`config.mk`:
```
export PLATFORM = sky130hd
export DESIGN_NAME = sgm_queue
export DESIGN_NICKNAME = d
export VERILOG_FILES = /design/src/sgm_pkg.sv /design/src/sgm_queue.sv
export SDC_FILE = /design/constraint.sdc
export NUM_CORES = 1
export LEC_CHECK = 0
export BUFFER_PORTS_ARGS = -buffer_cell sky130_fd_sc_hd__buf_4
export CAP_MARGIN = 20
export CORE_UTILIZATION = 45
export DETAILED_ROUTE_END_ITERATION = 10
export PLACE_DENSITY = 0.64
export SETUP_SLACK_MARGIN = 0.2
export SLEW_MARGIN = 15
export SYNTH_ARGS = -nofsm -noshare
export SYNTH_HDL_FRONTEND = slang
export SYNTH_SLANG_ARGS = --single-unit
```
`constraint.sdc`:
```
create_clock -name aclk -period 6.3 [get_ports aclk]
set_input_delay 0.63 -clock aclk [delete_from_list [all_inputs] [get_ports aclk]]
set_output_delay 0.63 -clock aclk [all_outputs]
set_load 0.02 [all_outputs]
```
`src/sgm_pkg.sv`:
```
// Shared types and constants for the Sobel gradient magnitude block.
// No dependencies; imported by every module of the block but sgm_ram.
package sgm_pkg;

    localparam int PIX_W = 8;

    localparam logic CMD_PIXEL = 1'b0;
    localparam logic CMD_DRAIN = 1'b1;

    localparam logic CFG_IMAGE_WIDTH  = 1'b0;
    localparam logic CFG_IMAGE_HEIGHT = 1'b1;

    localparam logic [10:0] WIDTH_RESET  = 11'd640;
    localparam logic [15:0] HEIGHT_RESET = 16'd480;

    // 3x3 window, index row*3+col, row 0 = top, col 2 = newest
    typedef logic [8:0][PIX_W-1:0] win_t;

    typedef struct packed {
        win_t win;
        logic last_in_row;
        logic last_in_frame;
    } job_t;

    function automatic win_t win_shift(win_t w, logic [PIX_W-1:0] t, logic [PIX_W-1:0] m,
                                       logic [PIX_W-1:0] b);
        win_t r;
        r[0] = w[1]; r[1] = w[2]; r[2] = t;
        r[3] = w[4]; r[4] = w[5]; r[5] = m;
        r[6] = w[7]; r[7] = w[8]; r[8] = b;
        return r;
    endfunction

    function automatic win_t win_fill(logic [PIX_W-1:0] t, logic [PIX_W-1:0] m,
                                      logic [PIX_W-1:0] b);
        win_t r;
        r[0] = t; r[1] = t; r[2] = t;
        r[3] = m; r[4] = m; r[5] = m;
        r[6] = b; r[7] = b; r[8] = b;
        return r;
    endfunction

endpackage

```
`src/sgm_queue.sv`:
```
// Short job queue between the window front end and the magnitude back end.
// Uses sgm_pkg.
module sgm_queue (
    input  logic          aclk,
    input  logic          aresetn,
    input  logic          push,
    input  sgm_pkg::job_t push_job,
    output logic          full,
    input  logic          pop,
    output sgm_pkg::job_t head,
    output logic          empty
);
    import sgm_pkg::*;

    localparam int DEPTH = 4;

    job_t       mem_reg [DEPTH];
    logic [1:0] wr_ptr_reg, rd_ptr_reg;
    logic [2:0] count_reg;

    assign full  = (count_reg == 3'(DEPTH));
    assign empty = (count_reg == 3'd0);
    assign head  = mem_reg[rd_ptr_reg];

    always_ff @(posedge aclk) begin
        if (push) begin
            mem_reg[wr_ptr_reg] <= push_job;
        end
        if (!aresetn) begin
            wr_ptr_reg <= '0;
            rd_ptr_reg <= '0;
            count_reg  <= '0;
        end else begin
            if (push) wr_ptr_reg <= wr_ptr_reg + 2'd1;
            if (pop)  rd_ptr_reg <= rd_ptr_reg + 2'd1;
            count_reg <= count_reg + 3'(push) - 3'(pop);
        end
    end

    a_no_overflow: assert property (@(posedge aclk) disable iff (!aresetn)
        count_reg <= 3'(DEPTH))
        else $error("job queue count out of range");

    a_no_underflow: assert property (@(posedge aclk) disable iff (!aresetn)
        pop |-> !empty)
        else $error("job queue popped while empty");
endmodule

```
# ---- Yosys cells after proc, flatten, opt, wreduce, memory -nomap -nowiden
# Memory sizes are Yosys's and may differ from the RTL's. A register that Yosys moved wholly into a read port is not among the register bits.
# Cells that the tools add are included.
dict set report totals {
  out_inout_bits 76
  mem_count 1
  reg_bits 7
  ram_bits 296
}
dict set report classes {
  addsub 4
  eq_ne 1
  n_reduce_logical 1
  n_mux 4
}
# name depth word_bits read_ports rd_ports_with_merged_regs write_ports line
set mem_list {}
lappend mem_list {mem_reg 4 74 1 1 1 sgm_queue.sv:17} ;# job_t mem_reg [DEPTH];
# op n
set op_table {}
lappend op_table {{$add 2x1->2 const B} 2}
lappend op_table {{$mux 2} 2}
lappend op_table {{$add 3x1->3} 1}
lappend op_table {{$eq 3x3->1 const B} 1}
lappend op_table {{$logic_not 3->1} 1}
lappend op_table {{$sub 3x1->3} 1}
lappend op_table {{$mux 1} 2}

# ---- Logic depth before layout (Yosys ltp)
# Gate-level depths: netlist of the first run.
dict set report depth {
  ltp_word 3
  ltp_mapped 7
  depth_no_buf 7
}

# ---- Worst setup path before layout of the first run
# OpenSTA, ideal clock, no wires.
dict set report synth_timing {
  path_type {input -> register}
  startpoint {input port push}
  endpoint {memory mem_reg[0][0] (netlist name) (enable)}
  t_required_ns 5.860
  path_buffers 0
  path_stages 1
  setup_ns 0.440
  setup_slack_ns 3.501
  arrival_time_ns 2.359
  cell_sequence {and2_1}
}
dict set report synth_via {
  elab_chain_len 2
}
# item line
set synth_rtl {}
lappend synth_rtl {{from (decl)} sgm_queue.sv:6} ;# input logic push,
lappend synth_rtl {{$mux 1} sgm_queue.sv:26} ;# if (push) begin
lappend synth_rtl {{$mux 1 (not written as such)} sgm_queue.sv:27} ;# mem_reg[wr_ptr_reg] <= push_job;
lappend synth_rtl {{to (decl)} sgm_queue.sv:17}
# No other way between the ends.

==> results.txt, run 1 <==
Proportion of layout cells with a drive suffix above 1: 45.6%
Crit path max-delay family: buffers and inverters
Synth-to-Final Area Change: 22.4%
Fillcell total: 1837
Met2 Routed Length: 10100 µm
Worst-path clk slew: 0.06 ns
Hold WS: 0.288 ns
Worst vdd ir: 257 µV
Congestion Overflow GR: 0
Crit path time final: 3.08 ns
Root buf cell: clkbuf_16
Syn_nets: 514
I/O pins: 154
Pin count of the biggest net entering global routing: 59
Commonest cells after routing, fill and taps aside: edfxtp_1 (296), buf_4 (158), mux4_2 (74), clkbuf_16 (31), clkinv_2 (9)
Final antenna-violating net count: 0
Worst Clk Skew: 0.0165 ns
CTS max path bufs: 3
Combined area of the multi-input logic cells: 1910 µm²
I/O Buffers: 153
RSZ-0062 raised after global routing: false
CP max stage cell: dfxtp_4
Starting Density: 45.9%
CTS tree: done
M1 WL: 8210 µm
TritonCTS Buffers: 31
Gates resized, CTS repair: 0
Commonest non-fill, non-tap cell in the layout: edfxtp_1
FF+latch count, synth: 305
Type of origin of the critical path: register
Setup TNS: 0 ns
Final net count: 691
H-tree depth: 1
Post-CTS setup repair buffer count: 0
R2r startpoint: wr_ptr_reg[0]$_SDFFE_PN0P_
Worst path max stage delay: 0.60 ns
Met3 WL: 1220 µm
Power Total: 4600 µW
# clock sinks: 305
Final setup vio count: 0
Hold Crit Class: in2reg
FF-to-FF path depth: 4
Top layer in use: met5
Worst-Margin Slew: 0.899 ns
CP Depth: 3
Total track usage: 15.9%
Final WL: 19800 µm
Crit Reg-Reg Endpoint: mem_reg[2][39]$_DFFE_PP_
Die area: 25400 µm²
DR pass1 iterations: 6
RePlAce Congestion: 0.705
First-pass GRT wire length: 30700 µm
Number of enable flip-flop cells after synthesis: 296
Syn Area/Cell: 25.9 µm²
Vias per inst: 5.21
CP required: 5.67 ns
CP Class: reg2out
Synth Warn #: 0
Initial DRC count: 288
Max Freq: 324 MHz
FF/Latch Area: 9080 µm²
Flop2flop setup slack: 4.18 ns
Status: finished, final reports clean
Die span in y: 159 µm
Initial antenna violation count: 1
Vias in the first global route: 5486
Hold Fails Final Rpt: 0
Synth cell types: 20
Site Rows: 57
Worst-Skew Late Latency: 0.54 ns
Via count: 4967
Primary FF master, synth: edfxtp_1
Leakage: 0.00460 µW
Setup crit end: head[60]
Max Cap Violations: 0
Hold-fix buffers, CTS: 0
Tcrit/Tclk final: 49.0%
Antenna Cells: 0
Cell Area, Synth: 11100 µm²
Largest register FFs: 296
Syn Inst Count: 429
CP cell instances: buf_4 -> mux4_2 -> buf_4
Final slew viol count: 0
DRC viols: 0
Core area: 24200 µm²
HPWL Detailed: 11500 µm
Critical Path AT: 2.45 ns
Most used cell, CP: buf_4
Worst rel slew slack: 40.1%
Pwr/cell area: 338 nW/µm²
Sequential area share after synthesis: 81.5%
Worst setup EP type: output pin
Wire length per cell: 20.8 µm
Critical path peak fanout: 26
Synth async-reset ratio: 0%
Worst path bufs/invs: 2
Chip Width: 159 µm
[area by class of cell]
| type | instances | area share [%] |
|---|---|---|
| multi-input cells | 101 | 14.0 |
| inverters | 7 | 0.193 |
| clock inverters | 20 | 1.15 |
| clock buffers | 37 | 5.86 |
| well taps | 324 | 2.98 |
| flip-flops and latches | 305 | 66.7 |
| repair buffers | 160 | 9.12 |
[cell families after synthesis]
group | synth area share [%]
xor+xnor | 0.371
buf+inv | 1.36
compound gates | 0.135
fa+ha+maj | 0.855
flops | 81.5
mux | 15.1
simple gates | 0.675
[worst reg2reg max path, stage by stage, from the launching register on]
cell,delay (ns)
dfxtp_1,0.35
inv_1,0.10
ha_1,0.15
and2_4,0.33
buf_4,0.77
[per-stage QoR]
step / cells / util [%] / instance area [µm²] / setup WS [ns]
2_1_floorplan: 429 / - / 11100 / 3.50
5_1_grt: 954 / 56.2 / 13600 / 3.00
6_report: 954 / 56.2 / 13600 / 3.22
4_1_cts: 953 / 56.0 / 13600 / 2.53
3_3_place_gp: 895 / 52.0 / 12600 / 3.13
3_5_place_dp: 896 / 52.1 / 12600 / 3.12
[where the power goes]
part | leakage [µW] | internal, µW | switching [µW]
Sequential | 0.00279 | 2330 | 36.4
Combinational | 0.00133 | 254 | 275
Clock | 0.000469 | 983 | 717
[synthesized netlist by cell type (2+ instances only)]
cell	number	area [µm²]
buf_2	7	35.0
inv_1	7	26.3
nor2_1	5	18.8
mux4_2	74	1670
dfxtp_1	9	180
buf_6	7	78.8
and2_1	6	37.5
ha_1	6	75.1
edfxtp_1	296	8890
xnor2_1	2	17.5
[how the worst min path moves through the flow]
stage / slack [ns] / endpoint / start / depth (start not counted)
4_1_cts: 0.26 / mem_reg[1][25]$_DFFE_PP_ / push_job[25] / 1
3_5_place_dp: 0.54 / register / rd_ptr_reg[0]$_SDFFE_PN0P_ / 2
2_1_floorplan: 0.50 / register / rd_ptr_reg[1]$_SDFFE_PN0P_ / 2
3_3_place_gp: 0.51 / register / rd_ptr_reg[1]$_SDFFE_PN0P_ / 2
6_report: 0.29 / mem_reg[2][2]$_DFFE_PP_ / push_job[2] / 1
5_1_grt: 0.27 / mem_reg[0][2]$_DFFE_PP_ / push_job[2] / 1
[per-layer routing]
layer  global-route usage (%)  up-vias
met3                     3.59       30
met2                     27.5      137
met5                        0        -
li1                         -     2186
met4                     3.76        2
met1                     20.7     2612
No activity file was read; power rests on OpenSTA's default activity.
==> inputs of run 2 (changes only) <==
Settings changed: ABC_AREA set to 1.
Clock period 6.3 ns to 2.9 ns, I/O delays scaled along.
==> results.txt, run 2 <==
Final Cell Area: 15300 µm² (+13%)
Post-CTS setup repair buffer count: 0 (unchanged)
Final net count: 1230 (+78%)
Cell Area, Synth: 12100 µm² (+9.2%)
Core area: 26300 µm² (+8.4%)
Worst-Margin Slew: 0.563 ns (-0.335 ns)
CP cell instances: buf_12 -> nand2_1 -> o211ai_1 -> nand2_1 -> buf_4
Type of origin of the critical path: register
DR pass1 iterations: 8 (+2)
FF-to-FF path depth: 5 (+1)
Syn Inst Count: 919 (+110%)
Worst vdd ir: 386 µV (+50%)
Starting Density: 46.2% (+0.33 points)
Synth area leaders: edfxtp_1 (73%), inv_1 (5.1%), nand2_1 (4.9%)
Worst-path clk slew: 0.06 ns (about the same)
Total track usage: 16.9% (+0.96 points)
Final slew viol count: 0 (unchanged)
FF+latch count, synth: 305 (unchanged)
Max Freq: 415 MHz
Final antenna-violating net count: 0 (unchanged)
Worst path bufs/invs: 2 (unchanged)
Failing checks: DRC
Antenna Cells: 0 (unchanged)
HPWL Detailed: 13400 µm (+17%)
Final WL: 23200 µm (+17%)
Worst rel slew slack: 62.4% (+22 points)
CTS max path bufs: 3 (unchanged)
Sequential area share after synthesis: 74.7% (-6.8 points)
Syn Area/Cell: 13.2 µm² (-49%)
I/O pins: 154 (unchanged)
Critical path peak fanout: 80 (+210%)
Synth-to-Final Area Change: 26.3%
Most used cell, CP: nand2_1
CP required: 2.61 ns (-3.06 ns)
Die span in y: 166 µm (+4.4%)
Chip Width: 166 µm (+4.4%)
Site Rows: 59 (+3.5%)
Flop2flop setup slack: 1.19 ns (-2.99 ns)
RSZ-0062 raised after global routing: false
CTS tree: done
Largest family of logic cells by synthesized area: compound AO/OA/AOI/OAI gates
Initial antenna violation count: 0 (-1)
RePlAce Congestion: 0.695 (-1.4%)
Hold Path Sink: wr_ptr_reg[1]$_SDFFE_PN0P_
DRC viols: 7 (+7)
Hold Crit Class: in2reg
TritonCTS Buffers: 30 (-3.2%)
Pwr/cell area: 674 nW/µm² (+100%)
CP max stage cell: dfxtp_4
Synth area leader: edfxtp_1
CP Class: reg2out
HP Start: push
Hold Fails Final Rpt: 0 (unchanged)
Crit path time final: 2.41 ns
Placed inst area: 13600 µm² (+7.3%)
Root buf cell: clkbuf_16
Setup TNS: 0 ns (unchanged)
Primary FF master, synth: edfxtp_1
Synth Warn #: 0 (unchanged)
Worst-Skew Late Latency: 0.54 ns (about the same)
Commonest cells after routing, fill and taps aside: edfxtp_1 (296), inv_1 (160), buf_4 (159), nand2_1 (158), a21oi_1 (80)
I/O Buffers: 153 (unchanged)
Commonest non-fill, non-tap cell in the layout: edfxtp_1
H-tree depth: 1 (unchanged)
Tcrit/Tclk final: 83.1%
Post-Synth XOR/XNOR Area: 0% (-0.37 points)
Worst path max stage delay: 0.68 ns (+0.08 ns)
Number of enable flip-flop cells after synthesis: 296 (unchanged)
Critical Path AT: 2.12 ns (-0.33 ns)
First-pass GRT wire length: 37300 µm (+21%)
Worst Clk Skew: 0.0127 ns (-0.00376 ns)
Post-synthesis simple-gate area fraction: 5.03% (+4.4 points)
Syn_nets: 1004 (+95%)
Largest register FFs: 296 (unchanged)
Wire length per cell: 15.4 µm (-26%)
Via count: 7293 (+47%)
Pin count of the biggest net entering global routing: 81 (+37%)
Max Cap Violations: 0 (unchanged)
Synth async-reset ratio: 0% (unchanged)
Post-synth top area share: 73.2% (-6.7 points)
Hold-fix buffers, CTS: 76 (+76)
Gates resized, CTS repair: 0 (unchanged)
Synth cell types: 19 (-5.0%)
Crit path max-delay family: flip-flops
Congestion Overflow GR: 0 (unchanged)
Final setup vio count: 0 (unchanged)
Initial DRC count: 441 (+53%)
R2r startpoint: wr_ptr_reg[0]$_SDFFE_PN0P_
Vias in the first global route: 7223 (+32%)
Post-synthesis compound-gate area fraction: 11.3% (+11 points)
Worst hold path depth: 3 (+2)
Vias per inst: 4.85 (-6.8%)
Crit Reg-Reg Endpoint: mem_reg[2][44]$_DFFE_PP_
Post-synthesis adder-cell area fraction: 0.783% (-0.072 points)
Proportion of layout cells with a drive suffix above 1: 18.9% (-27 points)
Status: complete, but fails checks
Leading cell types by count after synthesis: edfxtp_1 (296), inv_1 (164), nand2_1 (158)
Die area: 27600 µm² (+9.1%)
Cell with the most instances after synthesis: edfxtp_1
# clock sinks: 305 (unchanged)
Leakage: 0.00601 µW (+31%)
Post-synthesis mux area share: 0% (-15 points)
Worst setup EP type: output pin
run 2: cell types whose count changed after synthesis, moves of 3 or more:
cell / change
buf_6: +14
a21oi_1: +79
mux4_2: -74
o21ai_1: +30
o211ai_1: +68
nand2_1: +158
buf_2: +15
inv_1: +157
o211ai_2: +6
clkbuf_2: +3
and2_1: -6
nor2_1: -3
o21ai_0: +48
run 2: logic make-up after synthesis:
family | count (synthesis)
buffers and inverters | 213
and+or+nand+nor | 162
adders and majority gates | 7
DFF | 305
AOI/OAI and AO/OA | 232
run 2: worst register-to-register path, stage by stage (launching register included):
cell and delay, ns:
dfxtp_1 0.35, inv_1 0.09, ha_1 0.20, nand2_1 0.08, clkinv_2 0.28, buf_12 0.32
run 2: power breakdown:
group	switching, µW	leakage, µW	internal, µW	total (µW)
Combinational	726	0.00271	497	1220
Clock	1540	0.000504	2470	4010
Sequential	72.7	0.00279	5040	5110
Total	2340	0.00601	8010	10300
run 2: routing by layer:
layer	vias up	share of wire (%)	track usage (%)
met5	-	0	0
met2	136	50	29.2
li1	3645	-	-
met1	3470	44	21.9
met3	42	4.2	2.79
met4	0	2.2	5.23
run 2: how the worst max path moves through the flow:
| stage | startpoint | to | depth (start not counted) | slack, ns |
|---|---|---|---|---|
| 5_1_grt | register | head[32] | 5 | 0.28 |
| 3_5_place_dp | register | head[69] | 5 | 1.03 |
| 4_1_cts | register | head[58] | 5 | 0.44 |
| 3_3_place_gp | register | head[7] | 5 | 1.07 |
| 2_1_floorplan | wr_ptr_reg[0]$_SDFFE_PN0P_ | mem_reg[2][0]$_DFFE_PP_ | 4 | 0.45 |
| 6_report | register | head[32] | 5 | 0.49 |
run 2: metrics by stage:
| stage | power, µW | cells | util [%] | hold slack [ns] | setup WS, ns |
|---|---|---|---|---|---|
| after floorplan | 5870 | 919 | - | 0.382 | 0.449 |
| after global placement | 6340 | 1372 | 51.6 | 0.437 | 1.07 |
| after detailed placement | 6360 | 1372 | 51.6 | 0.445 | 1.03 |
| after CTS | 10500 | 1503 | 58.4 | 0.0621 | 0.435 |
| after global routing | 10700 | 1503 | 58.4 | 0.0802 | 0.276 |
| final | 10300 | 1503 | 58.4 | 0.0859 | 0.489 |
run 2: layout make-up:
type	instances	area, µm²
Clock buffer	37	798
Clock inverter	18	231
Fill cell	2099	10900
Inverter	164	621
Multi-Input combinational cell	401	2080
Sequential cell	305	9080
Tap cell	335	419
Timing Repair Buffer	243	2110
