--- config.mk ---
export PLATFORM = sky130hd
export DESIGN_NAME = sgm_back
export DESIGN_NICKNAME = d
export VERILOG_FILES = /design/src/sgm_pkg.sv /design/src/sgm_back.sv
export SDC_FILE = /design/constraint.sdc
export NUM_CORES = 1
export LEC_CHECK = 0
export BUFFER_PORTS_ARGS = -buffer_cell sky130_fd_sc_hd__buf_4
export CORE_MARGIN = 8
export CORE_UTILIZATION = 30
export CTS_BUF_LIST = sky130_fd_sc_hd__clkbuf_4
export DETAILED_ROUTE_END_ITERATION = 10
export GPL_TIMING_DRIVEN = 0
export PLACE_DENSITY_LB_ADDON = 0.1
export SLEW_MARGIN = 0
export SYNTH_ARGS = -nofsm -noshare
export SYNTH_HDL_FRONTEND = slang
export SYNTH_SLANG_ARGS = --single-unit
--- constraint.sdc ---
create_clock -name aclk -period 10 [get_ports aclk]
set_clock_uncertainty 0.2 [all_clocks]
set_input_delay 3 -clock aclk [delete_from_list [all_inputs] [get_ports aclk]]
set_output_delay 3 -clock aclk [all_outputs]
set_load 0.02 [all_outputs]
--- src/sgm_pkg.sv ---
// Shared types and constants for the Sobel gradient magnitude block.
// No dependencies; imported by every module of the block but sgm_ram.
package sgm_pkg;

    localparam int PIX_W = 8;

    localparam logic CMD_PIXEL = 1'b0;
    localparam logic CMD_DRAIN = 1'b1;

    localparam logic CFG_IMAGE_WIDTH  = 1'b0;
    localparam logic CFG_IMAGE_HEIGHT = 1'b1;

    localparam logic [10:0] WIDTH_RESET  = 11'd640;
    localparam logic [15:0] HEIGHT_RESET = 16'd480;

    // 3x3 window, index row*3+col, row 0 = top, col 2 = newest
    typedef logic [8:0][PIX_W-1:0] win_t;

    typedef struct packed {
        win_t win;
        logic last_in_row;
        logic last_in_frame;
    } job_t;

    function automatic win_t win_shift(win_t w, logic [PIX_W-1:0] t, logic [PIX_W-1:0] m,
                                       logic [PIX_W-1:0] b);
        win_t r;
        r[0] = w[1]; r[1] = w[2]; r[2] = t;
        r[3] = w[4]; r[4] = w[5]; r[5] = m;
        r[6] = w[7]; r[7] = w[8]; r[8] = b;
        return r;
    endfunction

    function automatic win_t win_fill(logic [PIX_W-1:0] t, logic [PIX_W-1:0] m,
                                      logic [PIX_W-1:0] b);
        win_t r;
        r[0] = t; r[1] = t; r[2] = t;
        r[3] = m; r[4] = m; r[5] = m;
        r[6] = b; r[7] = b; r[8] = b;
        return r;
    endfunction

endpackage

--- src/sgm_back.sv ---
// Back end: Sobel gx/gy, sum of squares and bit-serial square root.
// Holds the result in the output register until taken. Uses sgm_pkg.
module sgm_back (
    input  logic          aclk,
    input  logic          aresetn,
    input  sgm_pkg::job_t head,
    input  logic          empty,
    output logic          pop,
    output logic          m_tvalid,
    input  logic          m_tready,
    output logic [7:0]    m_tdata,
    output logic          m_tlast,
    output logic          m_tuser
);
    import sgm_pkg::*;

    typedef enum logic [2:0] {B_IDLE, B_SQ, B_ROOT, B_OUT} bstate_t;

    bstate_t            state_reg;
    logic signed [10:0] gx_reg, gy_reg;
    logic [20:0]        sum_reg;
    logic [7:0]         r_reg;
    logic [2:0]         k_reg;
    logic               lr_reg, lf_reg;

    logic signed [10:0] gx, gy;
    logic signed [21:0] gx2, gy2;
    logic [7:0]         trial;
    logic [15:0]        trial_sq;

    function automatic logic signed [10:0] px(logic [7:0] p);
        return $signed({3'b000, p});
    endfunction

    assign gx = (px(head.win[2]) + (px(head.win[5]) <<< 1) + px(head.win[8]))
              - (px(head.win[0]) + (px(head.win[3]) <<< 1) + px(head.win[6]));
    assign gy = (px(head.win[6]) + (px(head.win[7]) <<< 1) + px(head.win[8]))
              - (px(head.win[0]) + (px(head.win[1]) <<< 1) + px(head.win[2]));
    assign gx2 = gx_reg * gx_reg;
    assign gy2 = gy_reg * gy_reg;

    assign trial    = r_reg | (8'd1 << k_reg);
    assign trial_sq = trial * trial;

    assign pop      = (state_reg == B_IDLE) && !empty;
    assign m_tvalid = (state_reg == B_OUT);
    assign m_tdata  = r_reg;
    assign m_tlast  = lr_reg;
    assign m_tuser  = lf_reg;

    always_ff @(posedge aclk) begin
        if (!aresetn) begin
            state_reg <= B_IDLE;
        end else begin
            unique case (state_reg)
                B_IDLE: begin
                    if (pop) begin
                        gx_reg    <= gx;
                        gy_reg    <= gy;
                        lr_reg    <= head.last_in_row;
                        lf_reg    <= head.last_in_frame;
                        state_reg <= B_SQ;
                    end
                end
                B_SQ: begin
                    sum_reg   <= 21'(gx2 + gy2);
                    r_reg     <= '0;
                    k_reg     <= 3'd7;
                    state_reg <= B_ROOT;
                end
                B_ROOT: begin
                    if (sum_reg[20:16] != '0) begin
                        r_reg     <= 8'hFF;
                        state_reg <= B_OUT;
                    end else begin
                        if (trial_sq <= sum_reg[15:0]) r_reg <= trial;
                        k_reg <= k_reg - 3'd1;
                        if (k_reg == 3'd0) state_reg <= B_OUT;
                    end
                end
                B_OUT: if (m_tready) state_reg <= B_IDLE;
                default: state_reg <= B_IDLE;
            endcase
        end
    end

    a_sq_after_pop: assert property (@(posedge aclk) disable iff (!aresetn)
        (state_reg == B_SQ) |-> $past(pop))
        else $error("square stage entered without a popped job");
endmodule

# [Yosys cells after proc, flatten, opt, wreduce, memory -nomap -nowiden]
# Index checks and enable logic that the tools add are counted.
# Widths: inputs -> output; s select.
[word_totals] output_inout_bits=12 elab_cells=55 regBits=59 in_bits=78
[classes] mux=10 n_lt_le_gt_ge=1 n_eq_ne=8 n_addsub=12 shift=1 multipliers=3 n_bitwise=1 reduce_logical=11
[ops] op="$add 10x8->11" count=4
[ops] op="$mul 11x11->21" count=2
[ops] op="$add 8x9->10" count=4
[ops] op="$sub 11x11->11" count=2
[ops] op="$add 21x21->21" count=1
[ops] op="$le 16x16->1" count=1
[ops] op="$mul 8x8->16" count=1
[ops] op="$mux 8" count=2
[ops] op="$pmux 8 s2" count=1
[ops] op="$mux 3" count=5
[ops] op="$pmux 3 s4" count=1
[ops] op="$reduce_and 3->1" count=4
[ops] op="$or 8x8->8" count=1
[ops] op="$shl 1x3->8 const A" count=1
[ops] op="$eq 3x2->1 const B" count=2
[ops] op="$logic_not 3->1" count=2
[ops] op="$ne 3x3->1 const B" count=2
[ops] op="$pmux 3 s2" count=1
[ops] op="$reduce_bool 5->1" count=1
[ops] op="$ne 2x2->1 const B" count=2
[ops] op="$eq 3x1->1 const B" count=1
[ops] op="$sub 3x1->3 const B" count=1
[ops] op="$ne 2x1->1 const B" count=1
[ops] op="$reduce_and 2->1" count=1
[ops] op="3 further kinds" count=3

# [Longest topological paths before layout]
# Gate-level depths: netlist of the first run.
[depth] ltp_word=7 mapped_depth=27 mapped_depth_nobuf=27

# [Least setup slack after synthesis of the first run]
# OpenSTA, ideal clock, no wires.
[synth_timing] kind="register to register" start="register k_reg[0]" end="register r_reg[0], in the netlist m_tdata[0], enable pin" n_path_buf=0 path_slack_ns=3.361 path_stages_with_launch=24 t_required_ns=9.422 synth_period_minus_slack_ns=6.639 arrival_ns=6.061 setup_ns=0.378 cell_sequence="edfxtp_1 > inv_1 > ha_1 > a21oi_1 > inv_1 > nand2_1 > inv_1 > fa_1 > fa_1 > inv_1 > fa_1 > fa_1 > inv_1 > ha_1 > o21a_1 > o31ai_1 > a21oi_1 > a21oi_1 > xnor2_1 > ha_1 > and4_1 > nand3_1 > or4_1 > a31oi_1"
[synth_via] elab_chain_cells=6
[synth_rtl] item="start: declaration" line_no="sgm_back.sv:23" rtl="logic [2:0] k_reg;"
[synth_rtl] item="start signal: assignment" line_no="sgm_back.sv:77" rtl="k_reg <= k_reg - 3'd1;"
[synth_rtl] item="$shl 1x3->8" line_no="sgm_back.sv:42" rtl="assign trial = r_reg | (8'd1 << k_reg);"
[synth_rtl] item="$or 8x8->8" line_no="sgm_back.sv:42"
[synth_rtl] item="$mul 8x8->16" line_no="sgm_back.sv:43" rtl="assign trial_sq = trial * trial;"
[synth_rtl] item="$le 16x16->1" line_no="sgm_back.sv:76" rtl="if (trial_sq <= sum_reg[15:0]) r_reg <= trial;"
[synth_rtl] item="$ne 3x3->1 (no source line)"
[synth_rtl] item="$reduce_and 3->1 (no source line)"
[synth_rtl] item="end signal: assignment" line_no="sgm_back.sv:76"
[synth_rtl] item="end: declaration" line_no="sgm_back.sv:22" rtl="logic [7:0] r_reg;"
# Every way passes these cells.
# A chain may end at the register's enable or synchronous reset.

# [Worst setup path in the final report of the first run]
[layout_timing] start="register k_reg[0]" end="register r_reg[5], in the netlist m_tdata[5], enable pin"
# Same word-level chain as after synthesis.

==> results.py, run 1 <==
metrics = {
    "run_status": {
        "status": "complete, no violations",
    },
    "floorplanning": {
        "start_util": 0.302,
        "die_x_um": 234,
        "die_height_um": 234,
        "core_um2": 47300,
        "fp.dieArea_um2": 54900,
        "ios": 90,
        "rows": 80,
    },
    "sta": {
        "drv_slew": 0,
        "tns_ps": 0,
        "rsz0062_at_grt": "false",
        "worstMarginPinSlew_ps": 1090,
        "max_freq_mhz": 127,
        "holdWs_ps": 374,
        "final.period_utilization": 0.786,
        "hold_violations": 0,
        "min_period_ps": 7860,
        "slew_headroom": 0.271,
        "finalSetupViolCount": 0,
    },
    "synth": {
        "ys.warnings.count": 0,
        "syn_area_per_cell_um2": 10.1,
        "ys_seq_area_frac": 0.120,
        "synth_cells": 1414,
        "synth.distinct_cells": 47,
        "async_flop_share": 0,
        "netlist_area_um2": 14300,
        "synth-edff-count": 56,
        "ys_ff_latch": 58,
        "synthFlopType": "edfxtp_1",
        "synth_nets": 1961,
    },
    "setup_path": {
        "crit_type": "reg -> reg",
        "r2r_setup_slack_ps": 2140,
        "cp_common_cell": "inv_1",
        "worst-path-max-fanout": 8,
        "required_ps": 9960,
        "path_buf_inv": 5,
        "cp_cell_sequence": "inv_1 -> ha_1 -> a21oi_1 -> inv_1 -> nand2_1 -> inv_1 -> fa_1 -> fa_1 -> inv_1 -> fa_1 -> fa_1 -> inv_1 -> ha_1 -> o31ai_1 -> a21oi_1 -> a21oi_1 -> xnor2_1 -> ha_1 -> and4_1 -> nand3_1 -> or4_1 -> a31oi_1",
        "critPathLaunch": "k_reg[0]",
        "start_kind": "register",
        "crit_arrival_ps": 7830,
        "r2r_start": "k_reg[0]",
        "crit_path_end_kind": "register",
        "cp_slowest_cell": "a31oi_1",
        "max_stage_delay_ps": 890,
        "path_delay_family": "adder cells",
    },
    "clocking": {
        "cts_setup_buffers": 0,
        "cts_buffer_depth": 2,
        "cts_buffers": 9,
        "cts_tree": "yes",
        "clk_pin_slew_ps": 120,
        "ctsHoldBuffers": 0,
        "clk_latency_ps": 520,
        "htree_levels": 3,
        "clock_sinks": 58,
        "ctsResizeCount": 0,
        "root_buffer": "clkbuf_4",
    },
    "layout": {
        "fin_nets": 2053,
        "areaGrowthSynthToFinish_pct": 10.9,
        "largest_reg_flops": 21,
        "layout-drive-gt1-share": 0.0735,
        "stdcell_count": 2132,
    },
    "placed_design": {
        "dp_cells": 2110,
        "io_buffers": 81,
        "gp_congestion": 0.767,
        "dp_hpwl_mm": 28.8,
    },
    "grt": {
        "grt_max_degree": 25,
        "antenna_found_initial": 2,
        "grt_pass1_vias": 10800,
        "grt_pass1_wl_mm": 54.5,
        "globalRouteTotalUtil": 0.128,
        "gr-total-overflow": 0,
    },
    "routing": {
        "drt_pass1_iterations": 4,
        "drt_iter0_drc": 265,
        "viasPerCell": 4.28,
        "drc_errors": 0,
        "antenna_left": 0,
        "detail_route.wl_per_cell_um": 14.9,
        "vias": 9123,
        "routed_wl_mm": 31.9,
    },
    "run": {
        "maxCapViolations": 0,
    },
    "min_path": {
        "hold_path.class": "reg -> reg",
        "holdCritStartpoint": "state_reg[0]",
    },
}
cell usage in the layout (no fill, tap or decap), drive strengths merged, types with 5 or more instances in the layout:
cell,netlist,final
inv,430,430
fa,313,313
ha,156,156
buf,1,82
nand2,72,72
edfxtp,56,56
xnor2,52,52
and2,52,52
a21oi,46,46
nor2,45,45
clkbuf,25,34
nor2b,26,26
o21ai,21,21
a21o,18,18
xor2,16,16
a21boi,12,12
nor3,10,10
nand2b,10,10
o21a,9,9
diode,0,6
o21bai,5,5
nand3,5,5
layout make-up:
class                           instances  area, um^2
Fill cell                            4932       31500
Timing Repair Buffer                   81         608
Buffer                                 26        98.8
Sequential cell                        58        1720
Clock buffer                            9        67.6
Clock inverter                          7        93.8
Inverter                              430        1610
Tap cell                              615         769
Multi-Input combinational cell        900       10900
Antenna cell                            6        15.0
per-layer routing:
metal  up-vias  global-route usage  share of wire
met5         -                   0              0
met1      4630               0.153           0.44
li1       4390                   -              -
met4         0              0.0348          0.017
met2        80               0.238           0.53
met3        23              0.0175          0.019
cells by family (layout without fill, tap and decap cells):
logic type	after synthesis	after routing	share of synthesized area
fa+ha+maj	469	469	0.575
buf+inv	456	553	0.120
simple gates	234	234	0.0837
compound gates	127	127	0.0578
xor+xnor	68	68	0.0417
flops	58	58	0.120
mux	2	2	0.00140
other cells	0	6	0
synth_stat cells (2+ instances only):
cell type,instances,share of area
mux2i_1,2,0.0014
and2_1,52,0.023
fa_1,313,0.44
or2_2,3,0.0013
o21ai_0,18,0.0063
nand2b_1,10,0.0044
a21boi_0,10,0.0053
a21o_1,18,0.0095
xor2_1,16,0.0098
a211oi_2,2,0.0018
clkbuf_1,25,0.0066
nor2b_1,26,0.011
o21bai_1,5,0.0026
edfxtp_1,56,0.12
xnor2_1,52,0.032
o21a_1,9,0.0047
ha_1,156,0.14
o211ai_1,3,0.0016
dfxtp_1,2,0.0028
nand2_1,71,0.019
o31ai_1,2,0.0011
a211o_1,2,0.0012
nand3_1,5,0.0018
nor3b_1,3,0.0016
nor3_1,10,0.0035
a21oi_1,45,0.016
nor2_1,44,0.012
and4_1,2,0.0012
nand3b_1,2,0.0011
a31oi_1,4,0.0018
inv_1,430,0.11
stage by stage:
stage               worst slack (ps)  instance area [um^2]   util
floorplan                       3360                 14300      -
global placement                1990                 15700  0.331
detailed placement              2020                 15700  0.331
CTS                             2010                 15800  0.334
global route                    1580                 15800  0.335
finish                          2140                 15800  0.335
worst min-delay path: stages (launching register included):
cell and delay (ps):
dfxtp_1 350, inv_1 110, a211oi_2 80
path summary, 6_finish.rpt:
check,endpoint,cells after the start
worst max-delay path,m_tdata[5],22
worst min-delay path,state_reg[0],2
worst max register to register,m_tdata[5],22
worst min register to register,state_reg[0],2
Power of run 1 is not shown: default switching activity piles up to over one toggle a cycle in this logic, so the estimate is an artifact.
==> run 2, diff against run 1 <==
ABC_AREA = 1   (was unset)
clock period = 7.7 ns   (was 10 ns; I/O delays follow)
==> run 2 against run 1 <==
Final area up 3.6%. Count of clock-buffer cells in the layout is the same. Critical path depth rose by 2. Maximum frequency up 10%. Global-route usage about the same. Core utilization grew 0.15 points. Non-clock buffer count rose by 2. Sequential cell count stayed put. Hold slack lost 3.8 ps. Die area is 3.5% higher. Sequential share of layout area is 0.38 points lower. Largest cell class unchanged.
==> results.py, run 2 <==
metrics = {
    "synth": {
        "synth-edff-count": 56,
        "synthFlopType": "edfxtp_1",
        "synth_cells": 1657,
        "yosysMostFrequentCell": "inv_1",
        "synth_top_area_frac": 0.422,
        "yosys.area.top_type": "fa_1",
        "synthTopCellsByArea": "fa_1 (42%), inv_1 (14%), ha_1 (13%)",
        "async_flop_share": 0,
        "synthTopCellsByCount": "inv_1 (547), fa_1 (313), nand2_1 (264), ha_1 (156), a21oi_1 (66)",
        "netlist_area_um2": 14800,
        "syn_area_per_cell_um2": 8.95,
        "ys.warnings.count": 0,
        "synth.distinct_cells": 40,
        "ys_seq_area_frac": 0.116,
        "ys_ff_latch": 58,
        "synth_nets": 2204,
    },
    "setup_path": {
        "crit_arrival_ps": 7060,
        "critPathLaunch": "k_reg[0]",
        "reg2reg_to": "m_tdata[2]",
        "crit_path_end_kind": "register",
        "r2r_setup_slack_ps": 580,
        "required_ps": 7640,
        "worst-path-max-fanout": 8,
        "crit_type": "reg -> reg",
        "start_kind": "register",
        "r2r_start": "k_reg[0]",
        "r2r_cells": 24,
    },
    "layout": {
        "layout_commonest_cell": "inv_1",
        "fin_nets": 2298,
        "areaGrowthSynthToFinish_pct": 10.7,
        "stdcell_count": 2426,
        "largest_reg_flops": 21,
        "mostFrequentLayoutCells": "inv_1 (547), fa_1 (313), nand2_1 (264)",
        "layout-drive-gt1-share": 0.0763,
    },
    "sta": {
        "min_period_ps": 7120,
        "worstMarginPinSlew_ps": 800,
        "tns_ps": 0,
        "hold_violations": 0,
        "drv_slew": 0,
        "rsz0062_at_grt": "false",
        "final.period_utilization": 0.925,
        "slew_headroom": 0.466,
        "max_freq_mhz": 140,
        "finalSetupViolCount": 0,
    },
    "clocking": {
        "cts_buffer_depth": 2,
        "cts_buffers": 9,
        "clk_latency_ps": 510,
        "clk_pin_slew_ps": 120,
        "htree_levels": 3,
        "root_buffer": "clkbuf_4",
        "cts_tree": "yes",
        "clock_sinks": 58,
    },
    "floorplanning": {
        "rows": 81,
        "die_x_um": 238,
        "core_um2": 48800,
        "start_util": 0.304,
        "ios": 90,
        "fp.dieArea_um2": 56800,
        "die_height_um": 238,
    },
    "routing": {
        "vias": 10100,
        "drt_pass1_iterations": 4,
        "detail_route.wl_per_cell_um": 14.1,
        "viasPerCell": 4.15,
        "drc_errors": 0,
        "routed_wl_mm": 34.3,
        "drt_iter0_drc": 302,
        "antenna_left": 0,
    },
    "placed_design": {
        "gp_congestion": 0.810,
        "dp_cells": 2404,
        "dp_hpwl_mm": 31.0,
        "io_buffers": 81,
    },
    "min_path": {
        "hold_end": "state_reg[1]",
        "holdCritStartpoint": "state_reg[1]",
        "hold_path_depth": 2,
        "hold_path.class": "reg -> reg",
    },
    "run_status": {
        "status": "complete, no violations",
    },
    "grt": {
        "gr-total-overflow": 0,
        "grt_max_degree": 22,
        "grt_pass1_vias": 11600,
        "grt_pass1_wl_mm": 58.1,
        "globalRouteTotalUtil": 0.129,
        "antenna_found_initial": 2,
    },
    "run": {
        "maxCapViolations": 0,
    },
}
run 2: logic make-up (layout without fill, tap and decap cells):
group | after synthesis | count (layout) | share of synthesized area
AO/OA/AOI/OAI | 121 | 121 | 0.0502
XOR/XNOR | 53 | 53 | 0.0313
AND/OR/NAND/NOR | 373 | 373 | 0.101
flip-flops | 58 | 58 | 0.116
other | 0 | 6 | 0
buffers and inverters | 583 | 682 | 0.148
adder cells (fa/ha/maj) | 469 | 469 | 0.554
run 2: what timing repair did:
| action | CTS | global route |
|---|---|---|
| setup endpoints to repair | 0 | 8 |
| gates resized for setup | 0 | 1 |
| hold buffers | 0 | 0 |
| buffers inserted | 0 | 0 |
run 2: per-layer routing:
layer / share of wire / routed length, um / GRT usage
met1: 0.44 / 15000 / 0.156
met2: 0.50 / 17200 / 0.231
met3: 0.031 / 1080 / 0.0202
met4: 0.031 / 1050 / 0.0417
met5: 0 / 0 / 0
run 2: worst max-delay path by stage:
stage | endpoint | slack (ps) | depth (start not counted)
floorplan | sum_reg[20] | 1550 | 21
global placement | m_tdata[7] | 110 | 24
detailed placement | m_tdata[3] | 130 | 24
CTS | m_tdata[5] | 50 | 24
global route | m_tdata[2] | 50 | 24
finish | m_tdata[2] | 580 | 24
run 2: cell type report:
class / count / area, um^2
antenna: 6 / 15.0
buffer: 26 / 101
clock buffer: 9 / 67.6
clock inverter: 7 / 36.3
fill: 5250 / 32400
inverter: 557 / 2090
multi-input combinational: 1016 / 10900
sequential: 58 / 1720
tap: 664 / 831
timing repair buffer: 83 / 631
run 2: metrics by stage:
stage                util  area (um^2)  setup slack, ps  hold WS (ps)
detailed placement  0.334        16300              131           346
CTS                 0.336        16400             50.0           365
finish              0.336        16400              579           370
global route        0.336        16400             50.2           390
global placement    0.333        16300              115           331
floorplan               -        14800             1550           290
run 2: worst max-delay path, cell delays in order, from the launching register on:
cell	delay, ps
edfxtp_1	430
inv_1	100
ha_1	240
a21oi_1	460
inv_1	280
nand2_1	160
inv_1	80
fa_1	420
fa_1	510
inv_1	70
fa_1	510
fa_1	550
inv_1	40
ha_1	360
inv_2	60
nor3_2	250
nand3_1	120
o2111ai_1	110
xor2_1	170
inv_1	60
ha_1	300
nand2_1	120
nor4_1	390
a41oi_1	290
a21oi_2	480
Power of run 2 is left out for the same reason.
==> run 3, diff against run 2 <==
CORE_UTILIZATION = 65   (was 30)
==> run 3 against run 2 <==
Sequential share of layout area is 0.28 points higher. Maximum frequency fell by 1.4%. Register-to-register slack lost 100 ps. Via count grew 3.9%. Die area down 51%. Critical path depth stayed put. Global-route usage is 11 points higher. First-iteration DRC count rose by 110%.
==> results.py, run 3 (same netlist as run 2, synthesis figures left out) <==
metrics = {
    "routing": {
        "drc_errors": 0,
        "routed_wl_mm": 30.8,
        "vias": 10500,
        "antenna_left": 0,
        "drt_pass1_iterations": 7,
        "viasPerCell": 5.12,
        "drt_iter0_drc": 648,
        "detail_route.wl_per_cell_um": 15.1,
    },
    "setup_path": {
        "cp_slowest_cell": "a21oi_1",
        "crit_path_end_kind": "register",
        "start_kind": "register",
        "worst-path-max-fanout": 8,
        "max_stage_delay_ps": 670,
        "cp_common_cell": "inv_1",
        "crit_type": "reg -> reg",
        "crit_arrival_ps": 7120,
        "cp_cell_sequence": "inv_1 -> ha_1 -> a21oi_1 -> inv_1 -> nand2_1 -> inv_1 -> fa_1 -> fa_1 -> inv_1 -> fa_1 -> fa_1 -> inv_1 -> ha_1 -> nand2_1 -> inv_1 -> a21oi_1 -> nand2b_1 -> nand4_1 -> xor2_1 -> ha_1 -> nand2_1 -> nor4_1 -> a41oi_1 -> a21oi_1",
        "required_ps": 7600,
    },
    "sta": {
        "drv_slew": 0,
        "finalSetupViolCount": 0,
        "max_freq_mhz": 138,
        "hold_violations": 0,
        "slew_headroom": 0.478,
        "worstMarginPinSlew_ps": 782,
        "min_period_ps": 7220,
        "tns_ps": 0,
        "fin_ws_ps": 478,
        "rsz0062_at_grt": "false",
        "final.period_utilization": 0.938,
    },
    "floorplanning": {
        "start_util": 0.659,
        "die_height_um": 167,
        "fp.dieArea_um2": 27900,
        "rows": 55,
        "ios": 90,
        "core_um2": 22500,
        "die_x_um": 167,
    },
    "grt": {
        "antenna_found_initial": 1,
        "grt_max_degree": 22,
        "grt_pass1_vias": 11900,
        "globalRouteTotalUtil": 0.236,
        "grt_pass1_wl_mm": 53.4,
        "gr-total-overflow": 0,
    },
    "placed_design": {
        "io_buffers": 81,
        "pre_cts_slack_ps": 425,
        "dp_cells": 2025,
        "gp_congestion": 0.892,
        "dp_hpwl_mm": 27.4,
    },
    "clocking": {
        "root_buffer": "clkbuf_4",
        "clk_latency_ps": 490,
        "ctsResizeCount": 0,
        "cts_buffers": 9,
        "clock_sinks": 58,
        "cts_buffer_depth": 2,
        "ctsHoldBuffers": 0,
        "clk_pin_slew_ps": 160,
        "htree_levels": 3,
        "cts_setup_buffers": 0,
        "cts_tree": "yes",
    },
    "layout": {
        "fin_nets": 2298,
        "largest_reg_flops": 21,
        "mostFrequentLayoutCells": "inv_1 (547), fa_1 (313), nand2_1 (264)",
        "stdcell_count": 2042,
        "layout-drive-gt1-share": 0.0774,
        "layout_commonest_cell": "inv_1",
        "areaGrowthSynthToFinish_pct": 7.84,
        "fillers": 1738,
    },
    "run_status": {
        "status": "complete, no violations",
    },
    "run": {
        "maxCapViolations": 0,
    },
    "min_path": {
        "hold_path.class": "reg -> reg",
    },
}
run 3: cell count changes in the layout (fill, tap and decap cells not counted), sizes merged:
cell / delta
clkinv: -3
bufinv: +2
clkinvlp: -2
diode: -5
inv: +3
run 3: layer usage:
metal,vias to the layer above,GRT usage,share of wire,wire (um)
li1,4997,-,-,-
met1,5134,0.258,0.38,11700
met2,244,0.447,0.54,16600
met3,75,0.0343,0.040,1220
met4,0,0.103,0.040,1230
met5,-,0,0,0
run 3: final timing paths:
check / cells after the start / end / slack [ps] / startpoint
setup / recovery: 24 / m_tdata[0] / 480 / k_reg[0]
hold / removal: 2 / state_reg[1] / 360 / state_reg[1]
setup reg to reg: 24 / m_tdata[0] / 480 / k_reg[0]
hold reg to reg: 2 / state_reg[1] / 360 / state_reg[1]
run 3: worst max-delay path: cells and delay by family, from the launching register on:
family / cells / cell delay (ps)
xor gates and xnor gates: 1 / 170
and+or+nand+nor: 6 / 920
AOI/OAI and AO/OA: 4 / 1620
buffers and inverters: 6 / 610
DFF: 1 / 430
adders and majority gates: 7 / 2920
run 3: cell type report:
class,instances,area (um^2),area share
multi-input combinational,1016,10900,0.683
sequential,58,1720,0.108
tap,285,357,0.0223
clock inverter,7,100,0.00626
inverter,557,2090,0.131
antenna,1,2.50,0.000156
buffer,26,101,0.00634
clock buffer,9,67.6,0.00422
timing repair buffer,83,631,0.0394
run 3: stage by stage:
step	utilization	hold WS, ps	instance area (um^2)
after floorplan	-	290	14800
after global placement	0.702	315	15800
after detailed placement	0.703	336	15800
after CTS	0.711	356	16000
after global routing	0.711	391	16000
final	0.711	356	16000
Power of run 3 is left out for the same reason.
